File: src/rtl/core/bpe_pkg.sv
`default_nettype none

package bpe_pkg;

  localparam int TABLE_ENTRIES = 240;
  localparam int STACK_DEPTH   = 16;
  localparam int MAX_CHARS     = 64;
  localparam int RESULT_LIMIT  = 64;

  localparam int CODE_W  = 8;
  localparam int BYTES_W = 32;
  localparam int LEN_W   = 3;
  localparam int TAB_AW  = $clog2(TABLE_ENTRIES);
  localparam int SP_W    = $clog2(STACK_DEPTH);
  localparam int LVL_W   = $clog2(STACK_DEPTH + 1);
  localparam int CHAR_W  = $clog2(MAX_CHARS + 1);

  localparam int CMDQ_DEPTH = 2;
  localparam int RESQ_DEPTH = 2;

  localparam logic [CODE_W-1:0] END_CODE = 8'hF0;

  typedef enum logic {
    OP_WRITE  = 1'b0,
    OP_DECODE = 1'b1
  } opcode_t;

  typedef enum logic [1:0] {
    KIND_UNUSED  = 2'd0,
    KIND_LITERAL = 2'd1,
    KIND_PAIR    = 2'd2
  } kind_t;

  typedef enum logic [1:0] {
    ST_OK       = 2'd0,
    ST_END      = 2'd1,
    ST_UNUSED   = 2'd2,
    ST_OVERFLOW = 2'd3
  } status_t;

  typedef enum logic [1:0] {
    CMD_WRITE  = 2'd0,
    CMD_DECODE = 2'd1,
    CMD_END    = 2'd2,
    CMD_BAD    = 2'd3
  } cmd_op_t;

  typedef struct packed {
    cmd_op_t              op;
    logic [CODE_W-1:0]    code;
    kind_t                kind;
    logic [BYTES_W-1:0]   data;
  } cmd_t;

  typedef struct packed {
    kind_t                kind;
    logic [BYTES_W-1:0]   data;
  } entry_t;

  typedef struct packed {
    logic [BYTES_W-1:0]   char_bytes;
    logic [LEN_W-1:0]     char_len;
    logic                 last;
    status_t              status;
  } res_t;

  function automatic logic in_table(input logic [CODE_W-1:0] c);
    return {1'b0, c} < (CODE_W + 1)'(TABLE_ENTRIES);
  endfunction

  function automatic logic code_ok(input logic [CODE_W-1:0] c);
    return (c < END_CODE) && in_table(c);
  endfunction

  function automatic logic [LEN_W-1:0] utf8_len(input logic [7:0] lead);
    logic [LEN_W-1:0] len;
    if (lead < 8'h80) len = LEN_W'(1);
    else if (lead >= 8'hC0 && lead <= 8'hDF) len = LEN_W'(2);
    else if (lead >= 8'hE0 && lead <= 8'hEF) len = LEN_W'(3);
    else if (lead >= 8'hF0 && lead <= 8'hF7) len = LEN_W'(4);
    else len = LEN_W'(1);
    return len;
  endfunction

  function automatic logic [BYTES_W-1:0] utf8_mask(input logic [BYTES_W-1:0] val,
                                                   input logic [LEN_W-1:0] len);
    logic [BYTES_W-1:0] res;
    case (len)
      LEN_W'(1): res = {24'h0, val[7:0]};
      LEN_W'(2): res = {16'h0, val[15:0]};
      LEN_W'(3): res = {8'h0, val[23:0]};
      default:   res = val;
    endcase
    return res;
  endfunction

endpackage

`default_nettype wire

File: src/rtl/core/bpe_res_queue.sv
`default_nettype none

module bpe_res_queue (
  input  logic           clk,
  input  logic           rst_n,
  input  logic           push,
  input  bpe_pkg::res_t  push_data,
  output logic           full,
  input  logic           pop,
  output bpe_pkg::res_t  pop_data,
  output logic           empty
);
  import bpe_pkg::*;

  localparam int PW = (RESQ_DEPTH > 1) ? $clog2(RESQ_DEPTH) : 1;
  localparam int CW = $clog2(RESQ_DEPTH + 1);

  res_t            slot_r [RESQ_DEPTH];
  logic [PW-1:0]   wr_ptr_r, wr_ptr_nxt;
  logic [PW-1:0]   rd_ptr_r, rd_ptr_nxt;
  logic [CW-1:0]   cnt_r, cnt_nxt;
  logic            do_push, do_pop;

  assign full     = (cnt_r == CW'(RESQ_DEPTH));
  assign empty    = (cnt_r == '0);
  assign do_push  = push && !full;
  assign do_pop   = pop && !empty;
  assign pop_data = slot_r[rd_ptr_r];

  always_comb begin
    wr_ptr_nxt = wr_ptr_r;
    rd_ptr_nxt = rd_ptr_r;
    cnt_nxt    = cnt_r;
    if (do_push) begin
      wr_ptr_nxt = (wr_ptr_r == PW'(RESQ_DEPTH - 1)) ? '0 : wr_ptr_r + PW'(1);
    end
    if (do_pop) begin
      rd_ptr_nxt = (rd_ptr_r == PW'(RESQ_DEPTH - 1)) ? '0 : rd_ptr_r + PW'(1);
    end
    if (do_push && !do_pop) cnt_nxt = cnt_r + CW'(1);
    else if (do_pop && !do_push) cnt_nxt = cnt_r - CW'(1);
  end

  always_ff @(posedge clk) begin
    if (do_push) slot_r[wr_ptr_r] <= push_data;
  end

  always_ff @(posedge clk) begin
    if (!rst_n) begin
      wr_ptr_r <= '0;
      rd_ptr_r <= '0;
      cnt_r    <= '0;
    end else begin
      wr_ptr_r <= wr_ptr_nxt;
      rd_ptr_r <= rd_ptr_nxt;
      cnt_r    <= cnt_nxt;
    end
  end

endmodule

`default_nettype wire

File: config.mk
export PLATFORM = sky130hd
export DESIGN_NAME = bpe_res_queue
export DESIGN_NICKNAME = d
export VERILOG_FILES = /design/src/rtl/core/bpe_pkg.sv /design/src/rtl/core/bpe_res_queue.sv
export SDC_FILE = /design/constraint.sdc
export NUM_CORES = 1
export LEC_CHECK = 0
export BUFFER_PORTS_ARGS = -buffer_cell sky130_fd_sc_hd__buf_2
export CORE_ASPECT_RATIO = 1.25
export CORE_MARGIN = 2
export CORE_UTILIZATION = 51
export DETAILED_ROUTE_END_ITERATION = 8
export HOLD_SLACK_MARGIN = 0.1
export PLACE_DENSITY = 0.85
export SYNTH_ARGS = -nofsm -noshare
export SYNTH_HDL_FRONTEND = slang
export SYNTH_SLANG_ARGS = --single-unit
File: constraint.sdc
create_clock -name clk -period 3.05 [get_ports clk]
set_clock_uncertainty 0.05 [all_clocks]
set_input_delay 0.4575 -clock clk [delete_from_list [all_inputs] [get_ports clk]]
set_output_delay 0.4575 -clock clk [all_outputs]
set_load 0.02 [all_outputs]
==> results.ini <==
[clock_tree]
cts_tree=built
cts_inserted_buffers=9
root_buffer=clkbuf_8
cts_setup_buffers=0
cts_sinks=81
clk_pin_slew_ns=0.08
cts_max_path_buffers=2
cts_resized=0
ctsHoldBuffers=0
htreeDepth=3
clk-insertion-delay-late_ns=0.33

[worst_hold_path]
min_from=push_data[0]
hold-path-cell-count=1
hold_end=slot_r[1][0]
holdCritPathClass=primary input to flop

[floorplanning]
start_util_pct=52.1
core_area_um2=5700
pin_count=82
die_x_um=72.3
dieHeight_um=89.3
num_rows=31
die_area_um2=6460

[logic_synthesis]
synth_compound_area_share_pct=1.09
yosysTopAreaCell=edfxtp_1
synth_edf_count=76
synth_area_leaders=edfxtp_1, mux2_2, dfxtp_1
synth_flop_cell=edfxtp_1
yosysWarnings=0
synthAdderAreaFrac_pct=0.421
synth_seq_area_share_pct=80.2
syn_inst=143
async_flop_share_pct=0
synthXorXnorAreaFrac_pct=0.884
synth.top_cell.area_share_pct=76.8
synth.distinct_cells=21
syn_area_um2=2970
synthMuxAreaShare_pct=14.4
synth-simple-area-share_pct=1.85
synth.most_common_cell=edfxtp_1
netlist_top_cells_count=edfxtp_1, mux2_2, dfxtp_1
synth_top_family_by_area=multiplexers
synth_nets=186
avgSynthCellArea_um2=20.8
synth-seq-cells=81

[critical_path]
crit_path_end_kind=output pin
critPathArrivalTime_ns=1.85
r2r-start=cnt_r[0]
ff2ff_path_depth=2
cp-start-kind=flop
reg2reg_slack_ns=1.19
cp_max_fo=38
worst_r2r_endpoint=slot_r[1][1]
crit_type=flop to output pin
required_ns=2.54

[flow_run]
maxCapViolCount=0

[cells_and_area]
fin_nets=275
multi_input_area_um2=562
antennaDiodeCount=0
final-seq-area_um2=2380
drive_gt1_share_pct=57.4
final_area_um2=3600
nFillCells=415
syn_to_final_growth_pct=21.2

[drt]
drt-wirelength-per-cell_um=16.5
dr_wl_met3_um=227
first_iter_violations=82
drc_errors=0
met1Wirelength_mm=1.91
vias=1534
via_per_inst=5.06
routed.top_layer=met4
drt.antenna.violating_nets=0
drt-total-wl_mm=5.00
wl_met2_mm=2.81
first_pass_iters=4

[timing]
max_freq_ghz=0.424
finalHoldViolations=0
setup_viol_count_final=0
fin_setup_tns_ns=0
fin_crit_sh_pct=77.4
min_period_ns=2.36
rsz0062_at_grt=no
maxSlewHeadroom_pct=38.1
slew_violations=0
worst-slew-pin-transition_ns=0.928

[power_and_ir_drop]
p_int_w=0.00205
power.combinational.fraction_pct=28.0
vdd_drop_max_mv=0.482
power.density_nw_per_um2=827
power_switching_w=0.000929
p_leak_nw=1.36
p_clk_share_pct=21.2
swShare_pct=31.2
seq_power_share_pct=50.9

[placement]
gp_congestion=0.673
place_area_um2=3450
dpl.hpwl_mm=3.23
port_buffers=81

[grt]
grt_pass1_vias=1564
antenna_found_initial=0
grt_start_max_net_pins=40
grt_pass1_wl_mm=7.25
gr-total-overflow=0
track_usage_pct=15.9

[run_status]
status=completed

worst max-delay path, stage by stage, from the launching register on:
cell     delay (ns)
dfxtp_2        0.92
mux2_2         0.43
buf_2          0.16
state kept, by name, indices dropped and copies added (netlist names), named ones only:
| signal | flops |
|---|---|
| slot_r | 76 |
| rd_ptr_r | 1 |
| wr_ptr_r | 1 |
| cnt_r | 2 |
layout make-up:
cell class | count | area share [%]
clock buffers | 11 | 3.65
clock inverters | 5 | 0.625
inverters | 2 | 0.208
multi-input cells | 56 | 15.6
flip-flops and latches | 81 | 66.2
well taps | 66 | 2.29
repair buffers | 82 | 11.5
power by group through the flow:
stage	clock network (W)	registers, W	logic (W)
after detailed placement	0	0.00155	0.000846
after CTS	0.000649	0.00152	0.000850
final	0.000630	0.00152	0.000833
after global placement	0	0.00153	0.000830
after global routing	0.000689	0.00154	0.000895
after floorplan	0	0.00146	0.000656
metal layers:
layer	vias up	track usage [%]
li1	741	-
met1	747	17.2
met2	42	27.7
met3	4	5.30
met4	0	8.23
met5	-	0
layout by cell type (no fill, tap or decap):
cell type and count:
clkinv_1 2, xnor2_1 2, clkbuf_1 2, nor2_1 2, nor3_4 1, dfxtp_1 4, clkinv_2 3, o21ai_1 1
a21boi_1 1, mux2_2 38, inv_1 1, and2_1 3, clkbuf_8 9, o21a_1 1, a21boi_0 1, ha_1 1
edfxtp_1 76, o21ai_0 1, buf_2 81, xor2_1 1, buf_4 1, dfxtp_2 1, or3_1 1, and3_2 1
nand2b_1 1, inv_2 1
worst max-delay path by stage:
stage                    to  depth (start not counted)
2_1_floorplan  slot_r[0][0]                          3
6_report       pop_data[37]                          2
3_5_place_dp   pop_data[31]                          2
4_1_cts        pop_data[37]                          2
5_1_grt        pop_data[37]                          2
3_3_place_gp   pop_data[31]                          2
cell families after synthesis:
group	Yosys count
mux	38
simple gates	9
flops	81
fa+ha+maj	1
buf+inv	6
compound gates	5
xor+xnor	3
metrics by stage:
stage | power, W | hold slack (ns) | worst slack (ns) | utilization [%] | cells
3_5_place_dp | 0.00239 | 0.482 | 0.989 | 60.5 | 287
5_1_grt | 0.00312 | 0.235 | 0.560 | 63.2 | 303
4_1_cts | 0.00302 | 0.234 | 0.623 | 63.2 | 303
3_3_place_gp | 0.00236 | 0.455 | 1.01 | 60.5 | 287
6_report | 0.00298 | 0.255 | 0.690 | 63.2 | 303
2_1_floorplan | 0.00212 | 0.433 | 0.427 | - | 143
Power figures use the tool's default switching activity.
