File: src/rtl/core/bpe_pkg.sv
`default_nettype none

package bpe_pkg;

  localparam int TABLE_ENTRIES = 240;
  localparam int STACK_DEPTH   = 16;
  localparam int MAX_CHARS     = 64;
  localparam int RESULT_LIMIT  = 64;

  localparam int CODE_W  = 8;
  localparam int BYTES_W = 32;
  localparam int LEN_W   = 3;
  localparam int TAB_AW  = $clog2(TABLE_ENTRIES);
  localparam int SP_W    = $clog2(STACK_DEPTH);
  localparam int LVL_W   = $clog2(STACK_DEPTH + 1);
  localparam int CHAR_W  = $clog2(MAX_CHARS + 1);

  localparam int CMDQ_DEPTH = 2;
  localparam int RESQ_DEPTH = 2;

  localparam logic [CODE_W-1:0] END_CODE = 8'hF0;

  typedef enum logic {
    OP_WRITE  = 1'b0,
    OP_DECODE = 1'b1
  } opcode_t;

  typedef enum logic [1:0] {
    KIND_UNUSED  = 2'd0,
    KIND_LITERAL = 2'd1,
    KIND_PAIR    = 2'd2
  } kind_t;

  typedef enum logic [1:0] {
    ST_OK       = 2'd0,
    ST_END      = 2'd1,
    ST_UNUSED   = 2'd2,
    ST_OVERFLOW = 2'd3
  } status_t;

  typedef enum logic [1:0] {
    CMD_WRITE  = 2'd0,
    CMD_DECODE = 2'd1,
    CMD_END    = 2'd2,
    CMD_BAD    = 2'd3
  } cmd_op_t;

  typedef struct packed {
    cmd_op_t              op;
    logic [CODE_W-1:0]    code;
    kind_t                kind;
    logic [BYTES_W-1:0]   data;
  } cmd_t;

  typedef struct packed {
    kind_t                kind;
    logic [BYTES_W-1:0]   data;
  } entry_t;

  typedef struct packed {
    logic [BYTES_W-1:0]   char_bytes;
    logic [LEN_W-1:0]     char_len;
    logic                 last;
    status_t              status;
  } res_t;

  function automatic logic in_table(input logic [CODE_W-1:0] c);
    return {1'b0, c} < (CODE_W + 1)'(TABLE_ENTRIES);
  endfunction

  function automatic logic code_ok(input logic [CODE_W-1:0] c);
    return (c < END_CODE) && in_table(c);
  endfunction

  function automatic logic [LEN_W-1:0] utf8_len(input logic [7:0] lead);
    logic [LEN_W-1:0] len;
    if (lead < 8'h80) len = LEN_W'(1);
    else if (lead >= 8'hC0 && lead <= 8'hDF) len = LEN_W'(2);
    else if (lead >= 8'hE0 && lead <= 8'hEF) len = LEN_W'(3);
    else if (lead >= 8'hF0 && lead <= 8'hF7) len = LEN_W'(4);
    else len = LEN_W'(1);
    return len;
  endfunction

  function automatic logic [BYTES_W-1:0] utf8_mask(input logic [BYTES_W-1:0] val,
                                                   input logic [LEN_W-1:0] len);
    logic [BYTES_W-1:0] res;
    case (len)
      LEN_W'(1): res = {24'h0, val[7:0]};
      LEN_W'(2): res = {16'h0, val[15:0]};
      LEN_W'(3): res = {8'h0, val[23:0]};
      default:   res = val;
    endcase
    return res;
  endfunction

endpackage

`default_nettype wire

File: src/rtl/core/bpe_cmd_queue.sv
`default_nettype none

module bpe_cmd_queue (
  input  logic           clk,
  input  logic           rst_n,
  input  logic           push,
  input  bpe_pkg::cmd_t  push_data,
  output logic           full,
  input  logic           pop,
  output bpe_pkg::cmd_t  pop_data,
  output logic           empty
);
  import bpe_pkg::*;

  localparam int PW = (CMDQ_DEPTH > 1) ? $clog2(CMDQ_DEPTH) : 1;
  localparam int CW = $clog2(CMDQ_DEPTH + 1);

  cmd_t            slot_r [CMDQ_DEPTH];
  logic [PW-1:0]   wr_ptr_r, wr_ptr_nxt;
  logic [PW-1:0]   rd_ptr_r, rd_ptr_nxt;
  logic [CW-1:0]   cnt_r, cnt_nxt;
  logic            do_push, do_pop;

  assign full     = (cnt_r == CW'(CMDQ_DEPTH));
  assign empty    = (cnt_r == '0);
  assign do_push  = push && !full;
  assign do_pop   = pop && !empty;
  assign pop_data = slot_r[rd_ptr_r];

  always_comb begin
    wr_ptr_nxt = wr_ptr_r;
    rd_ptr_nxt = rd_ptr_r;
    cnt_nxt    = cnt_r;
    if (do_push) begin
      wr_ptr_nxt = (wr_ptr_r == PW'(CMDQ_DEPTH - 1)) ? '0 : wr_ptr_r + PW'(1);
    end
    if (do_pop) begin
      rd_ptr_nxt = (rd_ptr_r == PW'(CMDQ_DEPTH - 1)) ? '0 : rd_ptr_r + PW'(1);
    end
    if (do_push && !do_pop) cnt_nxt = cnt_r + CW'(1);
    else if (do_pop && !do_push) cnt_nxt = cnt_r - CW'(1);
  end

  always_ff @(posedge clk) begin
    if (do_push) slot_r[wr_ptr_r] <= push_data;
  end

  always_ff @(posedge clk) begin
    if (!rst_n) begin
      wr_ptr_r <= '0;
      rd_ptr_r <= '0;
      cnt_r    <= '0;
    end else begin
      wr_ptr_r <= wr_ptr_nxt;
      rd_ptr_r <= rd_ptr_nxt;
      cnt_r    <= cnt_nxt;
    end
  end

endmodule

`default_nettype wire

File: config.mk
export PLATFORM = sky130hd
export DESIGN_NAME = bpe_cmd_queue
export DESIGN_NICKNAME = d
export VERILOG_FILES = /design/src/rtl/core/bpe_pkg.sv /design/src/rtl/core/bpe_cmd_queue.sv
export SDC_FILE = /design/constraint.sdc
export NUM_CORES = 1
export LEC_CHECK = 0
export BUFFER_PORTS_ARGS = -buffer_cell sky130_fd_sc_hd__buf_2
export CORE_UTILIZATION = 50
export DETAILED_ROUTE_END_ITERATION = 10
export GPL_TIMING_DRIVEN = 0
export PLACE_DENSITY = 0.76
export SYNTH_ARGS = -nofsm -noshare
export SYNTH_HDL_FRONTEND = slang
export SYNTH_SLANG_ARGS = --single-unit
File: constraint.sdc
create_clock -name clk -period 3.45 [get_ports clk]
set_input_delay 0.1725 -clock clk [delete_from_list [all_inputs] [get_ports clk]]
set_output_delay 0.1725 -clock clk [all_outputs]
set_load 0.01 [all_outputs]
==> results.toml <==
[status]
outcome = "finished with violations"
violations = "DRC"

[layout]
multi_input_area_sq_um = 629
drive_above_1_share_pct = 53.2
fill_cells = 422
layout.nets = 352
register_area_sq_um = 2740
area.growth.synth_to_final_pct = 35.1
final_core_util_pct = 71.3
antennaDiodeCount = 0

[synthesis]
avgSynthCellArea_sq_um = 21.0
synth.top_cell.area_share_pct = 77.6
synth_cells = 162
syn-num-nets = 211
async_reset_ff_share_pct = 0
synth_top_area_cell = "edfxtp_1"
synth_area_sq_um = 3410
ys_seq_elements = 93
synth_enable_flop_cells = 88
post-synth-top-count-cell = "edfxtp_1"
seq_area_frac_synth_pct = 80.5
yosysUniqueCellTypes = 21
ys_warn_count = 0
synth_common_cells = "88 x edfxtp_1, 44 x mux2_2, 5 x dfxtp_1, 4 x buf_4, 3 x and2_1"
yosys-top-cells-area = "edfxtp_1 78%, mux2_2 15%, dfxtp_1 2.9%"
synthFlopType = "edfxtp_1"

[sta]
skew_ps = 7.71
period_needed_ps = 1770
finalSetupTns_ps = 0
maxSlewViolCount = 0
fmax_mhz = 565
relSlewSlack_pct = 54.4
finalCritPeriodShare_pct = 51.3
tightest_slew_ps = 681
setup_ws_ps = 1680
rsz0062_at_grt = "no"
setup_viol = 0
hold_violations = 0

[power_and_ir_drop]
comb_power_share_pct = 28.6
pwr-share-seq_pct = 47.7
peakVddDrop_v = 0.000436
p_leak_nw = 1.76
switchingPower_mw = 0.853
power_frac_clock_pct = 23.6
internal_power_mw = 2.21
swShare_pct = 27.9
powerDensity_nw_per_um2 = 665

[floorplanning]
design.die.area_sq_um = 7150
die_w_um = 84.5
ios = 94
rows = 29
initial_core_util_pct = 52.8
core-area_sq_um = 6460
die_y_um = 84.5

[hold_path]
whs_path_depth = 1
worstHoldPathType = "in -> reg"
worstHoldEndpoint = "slot_r[0][19]"
worstHoldStart = "push_data[19]"

[setup_path]
r2r-start = "cnt_r[0]"
critPathLaunchType = "register"
path_class = "reg -> out"
endpoint_kind = "output port"
r2r_slack_ps = 1680
crit_arrival_ps = 1600
r2r-end = "slot_r[1][7]"
required_ps = 3280
reg2reg_depth = 3
critPathMaxFanout = 10

[route]
dr.pass1.iters = 10
vias = 1890
drt.antenna.violating_nets = 0
post_drt_wl_per_cell_um = 15.6
drcViolationCount = 8
drtIter0Drc = 76
viasPerCell = 4.91
routed_wl_um = 5990

[clocking]
clk_pin_slew_worst_paths_ps = 90
cts_root_buffer = "clkbuf_8"
clk-insertion-delay-late_ps = 340
cts.sinks = 93
htreeDepth = 3
cts_tree = "built"
cts_setup_buffers = 0
clk_path_buf_depth = 2
cts.repair.resized = 0
numCtsBuffers = 9

[global_routing]
grt_pass1_wl_um = 9010
grt_antenna_before_repair = 0
grt_max_degree = 24
grt_overflow = 0
grt.total_usage_pct = 17.2
grt_pass1_vias = 1928

[place]
place_ws_ps = 1660
portBuffers = 93
place_hpwl_um = 3850
gp_congestion = 0.688

[job]
maxCapViolations = 0
## how the worst max path moves through the flow
stage	cells past startpoint	slack [ps]	from	endpoint
after floorplan	3	670	cnt_r[0]	slot_r[0][0]
after global placement	3	-240	cnt_r[0]	slot_r[0][2]
after detailed placement	3	1660	cnt_r[0]	slot_r[1][10]
after CTS	4	1640	register	pop_data[33]
after global routing	3	1570	cnt_r[0]	slot_r[1][7]
final	4	1680	register	pop_data[33]
## critical path, stage by stage (launching register included)
cell	delay [ps]
dfxtp_1	320
buf_2	210
buf_4	220
mux2_2	360
buf_2	150
## metal layers
layer	global-route usage, %	vias up	wire length, um
li1	-	916	-
met1	18.8	912	2400
met2	30.8	53	3190
met3	4.23	9	315
met4	8.94	0	85
met5	0	-	0
## flip-flops by register name (all words and copies together), names as in the netlist, named ones only
register,flops
cnt_r,2
rd_ptr_r,1
slot_r,88
wr_ptr_r,1
## cell families (layout without fill, tap and decap cells)
logic type	count (synthesis)	count (layout)	synth area share [%]
fa+ha+maj	1	1	0.367
buf+inv	7	153	1.25
flops	93	93	80.5
xor+xnor	3	3	0.771
simple gates	9	9	1.62
mux	44	44	14.5
compound gates	5	5	0.955
## what timing repair did
item	4_1_cts	5_1_grt
hold buffers	31	3
endpoints found under the hold margin	59	6
setup endpoints to repair	0	0
## cell usage in the layout, fill, tap and decap left out
master | synthesis | final
o21a_1 | 1 | 1
inv_2 | 1 | 1
inv_6 | 0 | 3
a21boi_1 | 1 | 1
buf_2 | 1 | 94
bufinv_16 | 0 | 1
xor2_1 | 1 | 1
ha_1 | 1 | 1
inv_8 | 0 | 1
dfxtp_1 | 5 | 5
buf_4 | 4 | 4
nor3_4 | 0 | 1
a21boi_0 | 1 | 1
nand2b_1 | 1 | 1
o21ai_1 | 1 | 1
clkbuf_8 | 0 | 9
edfxtp_1 | 88 | 88
and3_2 | 0 | 1
xnor2_1 | 2 | 2
dlygate4sd3_1 | 0 | 34
and2_1 | 3 | 3
inv_1 | 1 | 1
o21ai_0 | 1 | 1
mux2_2 | 44 | 44
clkinv_2 | 0 | 1
nor2_1 | 2 | 2
clkinvlp_4 | 0 | 1
or3_1 | 1 | 1
buf_16 | 0 | 3
## area by class of cell
| class | count | share of cell area [%] |
|---|---|---|
| Timing Repair Buffer | 130 | 19.3 |
| Sequential cell | 93 | 59.6 |
| Buffer | 5 | 0.761 |
| Multi-Input combinational cell | 62 | 13.7 |
| Inverter | 2 | 0.163 |
| Tap cell | 77 | 2.09 |
| Clock inverter | 7 | 1.74 |
| Clock buffer | 9 | 2.69 |
## power groups by stage
stage | Combinational [mW] | Sequential (mW) | Clock (mW)
after floorplan | 0.519 | 1.48 | 0
after global placement | 0.787 | 1.49 | 0
after detailed placement | 0.856 | 1.49 | 0
after CTS | 0.887 | 1.46 | 0.746
after global routing | 0.940 | 1.47 | 0.787
final | 0.877 | 1.46 | 0.724
## stage by stage
stage,power (mW),hold slack [ps],area (sq um),cells
floorplan,2.00,271,3410,162
global placement,2.28,360,3970,332
detailed placement,2.34,364,4060,335
CTS,3.09,0.0643,4570,382
global route,3.20,1.49,4600,385
finish,3.06,20.6,4600,385
Power figures use the tool's default switching activity.
