## src/rtl/core/bpe_pkg.sv

```systemverilog
`default_nettype none

package bpe_pkg;

  localparam int TABLE_ENTRIES = 240;
  localparam int STACK_DEPTH   = 16;
  localparam int MAX_CHARS     = 64;
  localparam int RESULT_LIMIT  = 64;

  localparam int CODE_W  = 8;
  localparam int BYTES_W = 32;
  localparam int LEN_W   = 3;
  localparam int TAB_AW  = $clog2(TABLE_ENTRIES);
  localparam int SP_W    = $clog2(STACK_DEPTH);
  localparam int LVL_W   = $clog2(STACK_DEPTH + 1);
  localparam int CHAR_W  = $clog2(MAX_CHARS + 1);

  localparam int CMDQ_DEPTH = 2;
  localparam int RESQ_DEPTH = 2;

  localparam logic [CODE_W-1:0] END_CODE = 8'hF0;

  typedef enum logic {
    OP_WRITE  = 1'b0,
    OP_DECODE = 1'b1
  } opcode_t;

  typedef enum logic [1:0] {
    KIND_UNUSED  = 2'd0,
    KIND_LITERAL = 2'd1,
    KIND_PAIR    = 2'd2
  } kind_t;

  typedef enum logic [1:0] {
    ST_OK       = 2'd0,
    ST_END      = 2'd1,
    ST_UNUSED   = 2'd2,
    ST_OVERFLOW = 2'd3
  } status_t;

  typedef enum logic [1:0] {
    CMD_WRITE  = 2'd0,
    CMD_DECODE = 2'd1,
    CMD_END    = 2'd2,
    CMD_BAD    = 2'd3
  } cmd_op_t;

  typedef struct packed {
    cmd_op_t              op;
    logic [CODE_W-1:0]    code;
    kind_t                kind;
    logic [BYTES_W-1:0]   data;
  } cmd_t;

  typedef struct packed {
    kind_t                kind;
    logic [BYTES_W-1:0]   data;
  } entry_t;

  typedef struct packed {
    logic [BYTES_W-1:0]   char_bytes;
    logic [LEN_W-1:0]     char_len;
    logic                 last;
    status_t              status;
  } res_t;

  function automatic logic in_table(input logic [CODE_W-1:0] c);
    return {1'b0, c} < (CODE_W + 1)'(TABLE_ENTRIES);
  endfunction

  function automatic logic code_ok(input logic [CODE_W-1:0] c);
    return (c < END_CODE) && in_table(c);
  endfunction

  function automatic logic [LEN_W-1:0] utf8_len(input logic [7:0] lead);
    logic [LEN_W-1:0] len;
    if (lead < 8'h80) len = LEN_W'(1);
    else if (lead >= 8'hC0 && lead <= 8'hDF) len = LEN_W'(2);
    else if (lead >= 8'hE0 && lead <= 8'hEF) len = LEN_W'(3);
    else if (lead >= 8'hF0 && lead <= 8'hF7) len = LEN_W'(4);
    else len = LEN_W'(1);
    return len;
  endfunction

  function automatic logic [BYTES_W-1:0] utf8_mask(input logic [BYTES_W-1:0] val,
                                                   input logic [LEN_W-1:0] len);
    logic [BYTES_W-1:0] res;
    case (len)
      LEN_W'(1): res = {24'h0, val[7:0]};
      LEN_W'(2): res = {16'h0, val[15:0]};
      LEN_W'(3): res = {8'h0, val[23:0]};
      default:   res = val;
    endcase
    return res;
  endfunction

endpackage

`default_nettype wire

```

## src/rtl/core/bpe_front.sv

```systemverilog
`default_nettype none

module bpe_front (
  input  logic                  in_push,
  output logic                  in_full,
  input  logic                  in_opcode,
  input  logic [7:0]            in_code,
  input  logic [1:0]            in_entry_kind,
  input  logic [7:0]            in_left_child,
  input  logic [7:0]            in_right_child,
  input  logic [31:0]           in_literal_utf8,
  output logic                  cmd_push,
  output bpe_pkg::cmd_t         cmd,
  input  logic                  cmd_full
);
  import bpe_pkg::*;

  logic drop;

  always_comb begin
    cmd      = '0;
    drop     = 1'b0;
    cmd.code = in_code;
    if (in_opcode == OP_WRITE) begin
      cmd.op = CMD_WRITE;
      drop   = !in_table(in_code);
      unique case (in_entry_kind)
        KIND_LITERAL: begin
          cmd.kind = KIND_LITERAL;
          cmd.data = in_literal_utf8;
        end
        KIND_PAIR: begin
          cmd.kind = KIND_PAIR;
          cmd.data = {16'h0, in_left_child, in_right_child};
        end
        default: begin
          cmd.kind = KIND_UNUSED;
          cmd.data = '0;
        end
      endcase
    end else if (in_code >= END_CODE) begin
      cmd.op = CMD_END;
    end else if (!in_table(in_code)) begin
      cmd.op = CMD_BAD;
    end else begin
      cmd.op = CMD_DECODE;
    end
  end

  assign in_full  = cmd_full;
  assign cmd_push = in_push && !cmd_full && !drop;

endmodule

`default_nettype wire

```

## config.mk

```make
export PLATFORM = sky130hd
export DESIGN_NAME = bpe_front
export DESIGN_NICKNAME = d
export VERILOG_FILES = /design/src/rtl/core/bpe_pkg.sv /design/src/rtl/core/bpe_front.sv
export SDC_FILE = /design/constraint.sdc
export NUM_CORES = 1
export LEC_CHECK = 0
export BUFFER_PORTS_ARGS = -buffer_cell sky130_fd_sc_hd__clkbuf_2
export CORE_MARGIN = 2
export CORE_UTILIZATION = 25
export DETAILED_ROUTE_END_ITERATION = 6
export PLACE_DENSITY_LB_ADDON = 0.3
export SKIP_LAST_GASP = 1
export SYNTH_ARGS = -nofsm -noshare
export SYNTH_HDL_FRONTEND = slang
export SYNTH_SLANG_ARGS = --single-unit
```

## constraint.sdc

```tcl
create_clock -name vclk -period 1
set_clock_uncertainty 0.05 [all_clocks]
set_input_delay 0 -clock vclk [all_inputs]
set_output_delay 0 -clock vclk [all_outputs]
set_load 0.02 [all_outputs]
```

==> flow_metrics.tcl, run 1 <==
set metrics [dict create \
    hp-class "input pin to output pin" \
    crit_chain "buf_8, inv_6, ha_4, or2_4, buf_12, nor2_1, buf_4" \
    ant_nets 0 \
    netlist_instances 78 \
    dr.pass1.iters 3 \
    p_leak_nw 0.746 \
    synthesis.nets 142 \
    vias 915 \
    dieArea_um2 2420 \
    vias_per_cell 4.55 \
    gr-usage-all-layers_pct 19.6 \
    cp_top_family "buffers and inverters" \
    yosys_warnings 0 \
    crit_path_start_kind "input pin" \
    die_w_um 49.2 \
    dpl.hpwl_um 1780 \
    tightest_slew_ps 230 \
    wl_per_cell_um 13.2 \
    slew_headroom_pct 84.6 \
    num_io_pins 107 \
    synth_cell_type_count 17 \
    failed_checks "negative setup slack" \
    area_delta_synth_final_pct 201 \
    min_period_over_period_pct 106 \
    die_h_um 49.2 \
    antenna_cells 0 \
    power_density_nw_per_um2 420 \
    slew_violations 0 \
    nFlopsAndLatches 0 \
    max_clock_freq_mhz 943 \
    min-delay-start "in_code[7]" \
    min_period_ps 1060 \
    grt_max_degree 17 \
    drt_iter0_drc 2 \
    start_util_pct 26.3 \
    final_hold_viol_count 0 \
    power.internal_mw 0.331 \
    core_area_um2 1940 \
    setup_slack_ps -60.5 \
    power_frac_clock_pct 0 \
    critical-path-max-stage-delay_ps 260 \
    crit_slowest_cell "or2_4" \
    p_sw_share_pct 48.8 \
    wl_um 2660 \
    utilization_pct 79.2 \
    drc 0 \
    endpoint_kind "output pin" \
    power_frac_seq_pct 0 \
    nNetsFinal 240 \
    combPwrFrac_pct 100.0 \
    rsz0062_at_grt "yes" \
    drv_cap 0 \
    postSynthAreaPerCell_um2 6.54 \
    nClkBuffers 0 \
    p_switching_mw 0.315 \
    drive_gt1_share_pct 86.2 \
    grt_pass1_wl_um 3900 \
    syn_area_um2 510 \
    overflow 0 \
    gp_congestion 0.717 \
    nFillCells 135 \
    hold_ws_ps 178 \
    grt_pass1_vias 833 \
    cp_max_fo 8 \
    crit_buf_inv 4 \
    num_rows 16 \
    final-seq-area_um2 0 \
    critical_path_class "input pin to output pin" \
    crit_start "in_entry_kind[0]" \
    vdd_drop_max_v 0.000256 \
    place_inst 193 \
    ys_seq_area_share_pct 0 \
    outcome "complete, but fails checks" \
    io_buffers 99 \
    crit_required_ps 950 \
    fin_cells 201 \
    antenna_found_initial 0 \
    arrival_ps 1010 \
    setup_viol 16 \
]
## synth_stat cells, drive strengths merged
library cell / number / share of area [%]
and2: 17 / 21
nor2: 17 / 12
a22oi: 16 / 24
buf: 15 / 24
ha: 3 / 7.4
inv: 3 / 2.2
and2b: 2 / 3.7
a21oi: 1 / 0.98
and4: 1 / 1.7
clkbuf: 1 / 0.98
nand2b: 1 / 1.2
or2: 1 / 1.2
## what timing repair did
action	CTS	global route
hold buffers	4	0
pin swaps	28	15
endpoints found under the hold margin	4	0
gates cloned	2	0
setup endpoints to repair	32	23
setup buffers	0	2
gates resized for setup	74	47
## power groups by stage
| stage | Combinational (mW) | Clock (mW) | Sequential (mW) |
|---|---|---|---|
| floorplan | 0.252 | 0 | 0 |
| global placement | 0.396 | 0 | 0 |
| detailed placement | 0.406 | 0 | 0 |
| CTS | 0.589 | 0 | 0 |
| global route | 0.686 | 0 | 0 |
| finish | 0.646 | 0 | 0 |
## per-stage QoR
step / setup WS, ps / instance area [um2] / setup TNS, ps / power, mW
CTS: -91.3 / 1410 / -1130 / 0.589
floorplan: -45.5 / 536 / -455 / 0.252
global placement: -207 / 1000 / -3460 / 0.396
global route: -78.4 / 1540 / -961 / 0.686
finish: -60.5 / 1540 / -480 / 0.646
detailed placement: -273 / 1000 / -4700 / 0.406
## cell families (layout without fill, tap and decap cells)
family	after synthesis	after routing	share of synthesized area, %
AOI/OAI and AO/OA	17	17	24.5
adders and majority gates	3	3	7.35
buffers and inverters	19	114	26.7
and+or+nand+nor	39	40	41.4
## path summary, 6_finish.rpt
kind / to / slack, ps / cells after the start
max: cmd[4] / -60 / 7
min: cmd[41] / 180 / 2
## cell usage in the layout (no fill, tap or decap)
cell type and instances:
buf_4 4, nor2_1 2, clkbuf_8 2, a22oi_1 2, and4_1 1, ha_4 3
and2_2 1, and2b_2 2, and2_4 5, and2_1 11, a21oi_1 1, or2_4 1
nor2_4 14, a22oi_2 14, nand2b_1 1, dlygate4sd3_1 4, buf_6 7, buf_16 1
and2b_4 1, clkbuf_2 74, inv_1 2, buf_8 16, buf_12 3, inv_6 1
nor2_2 1
## final cells by class
type	instances	area (um2)	share of cell area, %
timing repair buffer	111	875	56.9
tap	27	33.8	2.20
multi-input combinational	60	613	39.9
inverter	3	16.3	1.06
## layer usage
metal / GRT usage [%] / part of all wire (%) / vias up
met5: 0 / 0 / -
met4: 3.33 / 1.5 / 0
met3: 3.99 / 11 / 4
met2: 36.0 / 53 / 68
met1: 23.3 / 34 / 397
li1: - / - / 446
Power figures use the tool's default switching activity.
==> run 2, diff against run 1 <==
--- a/config.mk
+++ b/config.mk
@@ -10,6 +10,7 @@
 export CORE_UTILIZATION = 25
 export DETAILED_ROUTE_END_ITERATION = 6
 export PLACE_DENSITY_LB_ADDON = 0.3
+export REMOVE_ABC_BUFFERS = 1
 export SKIP_LAST_GASP = 1
 export SYNTH_ARGS = -nofsm -noshare
 export SYNTH_HDL_FRONTEND = slang
==> flow_metrics.tcl, run 2 (synthesized netlist as in run 1, its figures left out) <==
set metrics [dict create \
    nFlopsAndLatches 0 \
    min_period_ps 1030 \
    dr.pass1.iters 4 \
    grt_pass1_wl_um 3840 \
    vias 937 \
    setup_viol 3 \
    area_delta_synth_final_pct 167 \
    gr-usage-all-layers_pct 19.3 \
    crit_slowest_cell "a22oi_2" \
    io_buffers 99 \
    p_switching_mw 0.277 \
    final_cell_mix "clkbuf_2 (70), a22oi_2 (12), buf_8 (12), buf_4 (12)" \
    num_rows 16 \
    drv_cap 0 \
    final_hold_viol_count 0 \
    slew_violations 0 \
    hp-class "input pin to output pin" \
    crit_required_ps 950 \
    nNetsFinal 240 \
    dieArea_um2 2420 \
    nClkBuffers 0 \
    start_util_pct 26.3 \
    rsz0062_at_grt "yes" \
    critical-path-max-stage-delay_ps 230 \
    power_frac_seq_pct 0 \
    critical_path_class "input pin to output pin" \
    outcome "complete, but fails checks" \
    crit_chain "buf_8, buf_6, ha_4, buf_8, a22oi_2, nor2_4, buf_8" \
    gp_congestion 0.720 \
    final-seq-area_um2 0 \
    power_frac_clock_pct 0 \
    setup_slack_ps -29.4 \
    p_sw_share_pct 49.0 \
    drt_iter0_drc 5 \
    vdd_drop_max_v 0.000231 \
    die_w_um 49.2 \
    combPwrFrac_pct 100.0 \
    max_clock_freq_mhz 971 \
    drc 0 \
    overflow 0 \
    cp_max_fo 8 \
    dpl.hpwl_um 1660 \
    antenna_cells 0 \
    wl_um 2700 \
    endpoint_kind "output pin" \
    tightest_slew_ps 250 \
    core_area_um2 1940 \
    hold_ws_ps 181 \
    crit_path_start_kind "input pin" \
    arrival_ps 980 \
    power_density_nw_per_um2 415 \
    min_period_over_period_pct 103 \
    wl_per_cell_um 13.4 \
    grt_max_degree 17 \
    drive_gt1_share_pct 82.8 \
    grt_pass1_vias 896 \
    ant_nets 0 \
    vias_per_cell 4.66 \
    cpMostUsedCell "buf_8" \
    mostFrequentLayoutCell "clkbuf_2" \
    num_io_pins 107 \
    die_h_um 49.2 \
    failed_checks "negative setup slack" \
    slew_headroom_pct 83.3 \
    p_leak_nw 0.716 \
    power.internal_mw 0.288 \
    antenna_found_initial 0 \
    setup-tns-final_ps -48.6 \
]
-- run 2: final timing paths --
check	cells after the start	startpoint	endpoint
max	7	in_entry_kind[1]	cmd[2]
min	2	in_code[4]	cmd[38]
-- run 2: critical path, delay by kind of cell --
| family | cells | cell delay, ps |
|---|---|---|
| compound gates | 1 | 230 |
| fa+ha+maj | 1 | 180 |
| buf+inv | 4 | 490 |
| simple gates | 1 | 70 |
-- run 2: routing by layer --
metal	part of all wire (%)	track usage (%)	wire length, um	up-vias
met3	11	2.45	291	0
li1	-	-	-	446
met4	0	0	0	0
met1	35	20.7	931	421
met2	55	40.8	1470	70
met5	0	0	0	-
-- run 2: cell type report --
class                      count  area (um2)
multi-input combinational     61         539
timing repair buffer         110         773
inverter                       3        16.3
tap                           27        33.8
fill                         160         579
-- run 2: timing repair --
| item | 4_1_cts | 5_1_grt |
|---|---|---|
| pin swaps | 16 | 13 |
| endpoints found under the setup margin | 32 | 32 |
| gates cloned | 2 | 0 |
| hold buffers | 4 | 0 |
| setup buffers | 0 | 3 |
| resized for setup | 53 | 53 |
| hold endpoints to repair | 4 | 0 |
-- run 2: power by group through the flow --
stage,clock network (mW),registers (mW),logic [mW]
5_1_grt,0,0,0.602
6_report,0,0,0.566
3_5_place_dp,0,0,0.377
2_1_floorplan,0,0,0.162
4_1_cts,0,0,0.485
3_3_place_gp,0,0,0.368
-- run 2: metrics by stage --
stage                     std cells  util (%)  power [mW]  worst slack (ps)  instance area [um2]
after global routing            201      70.2       0.602             -51.4                 1360
after CTS                       198      62.4       0.485             -12.5                 1210
after detailed placement        192      49.3       0.377              -308                  957
final                           201      70.2       0.566             -29.4                 1360
after global placement          192      49.3       0.368              -208                  957
after floorplan                  62         -       0.162             -54.3                  385
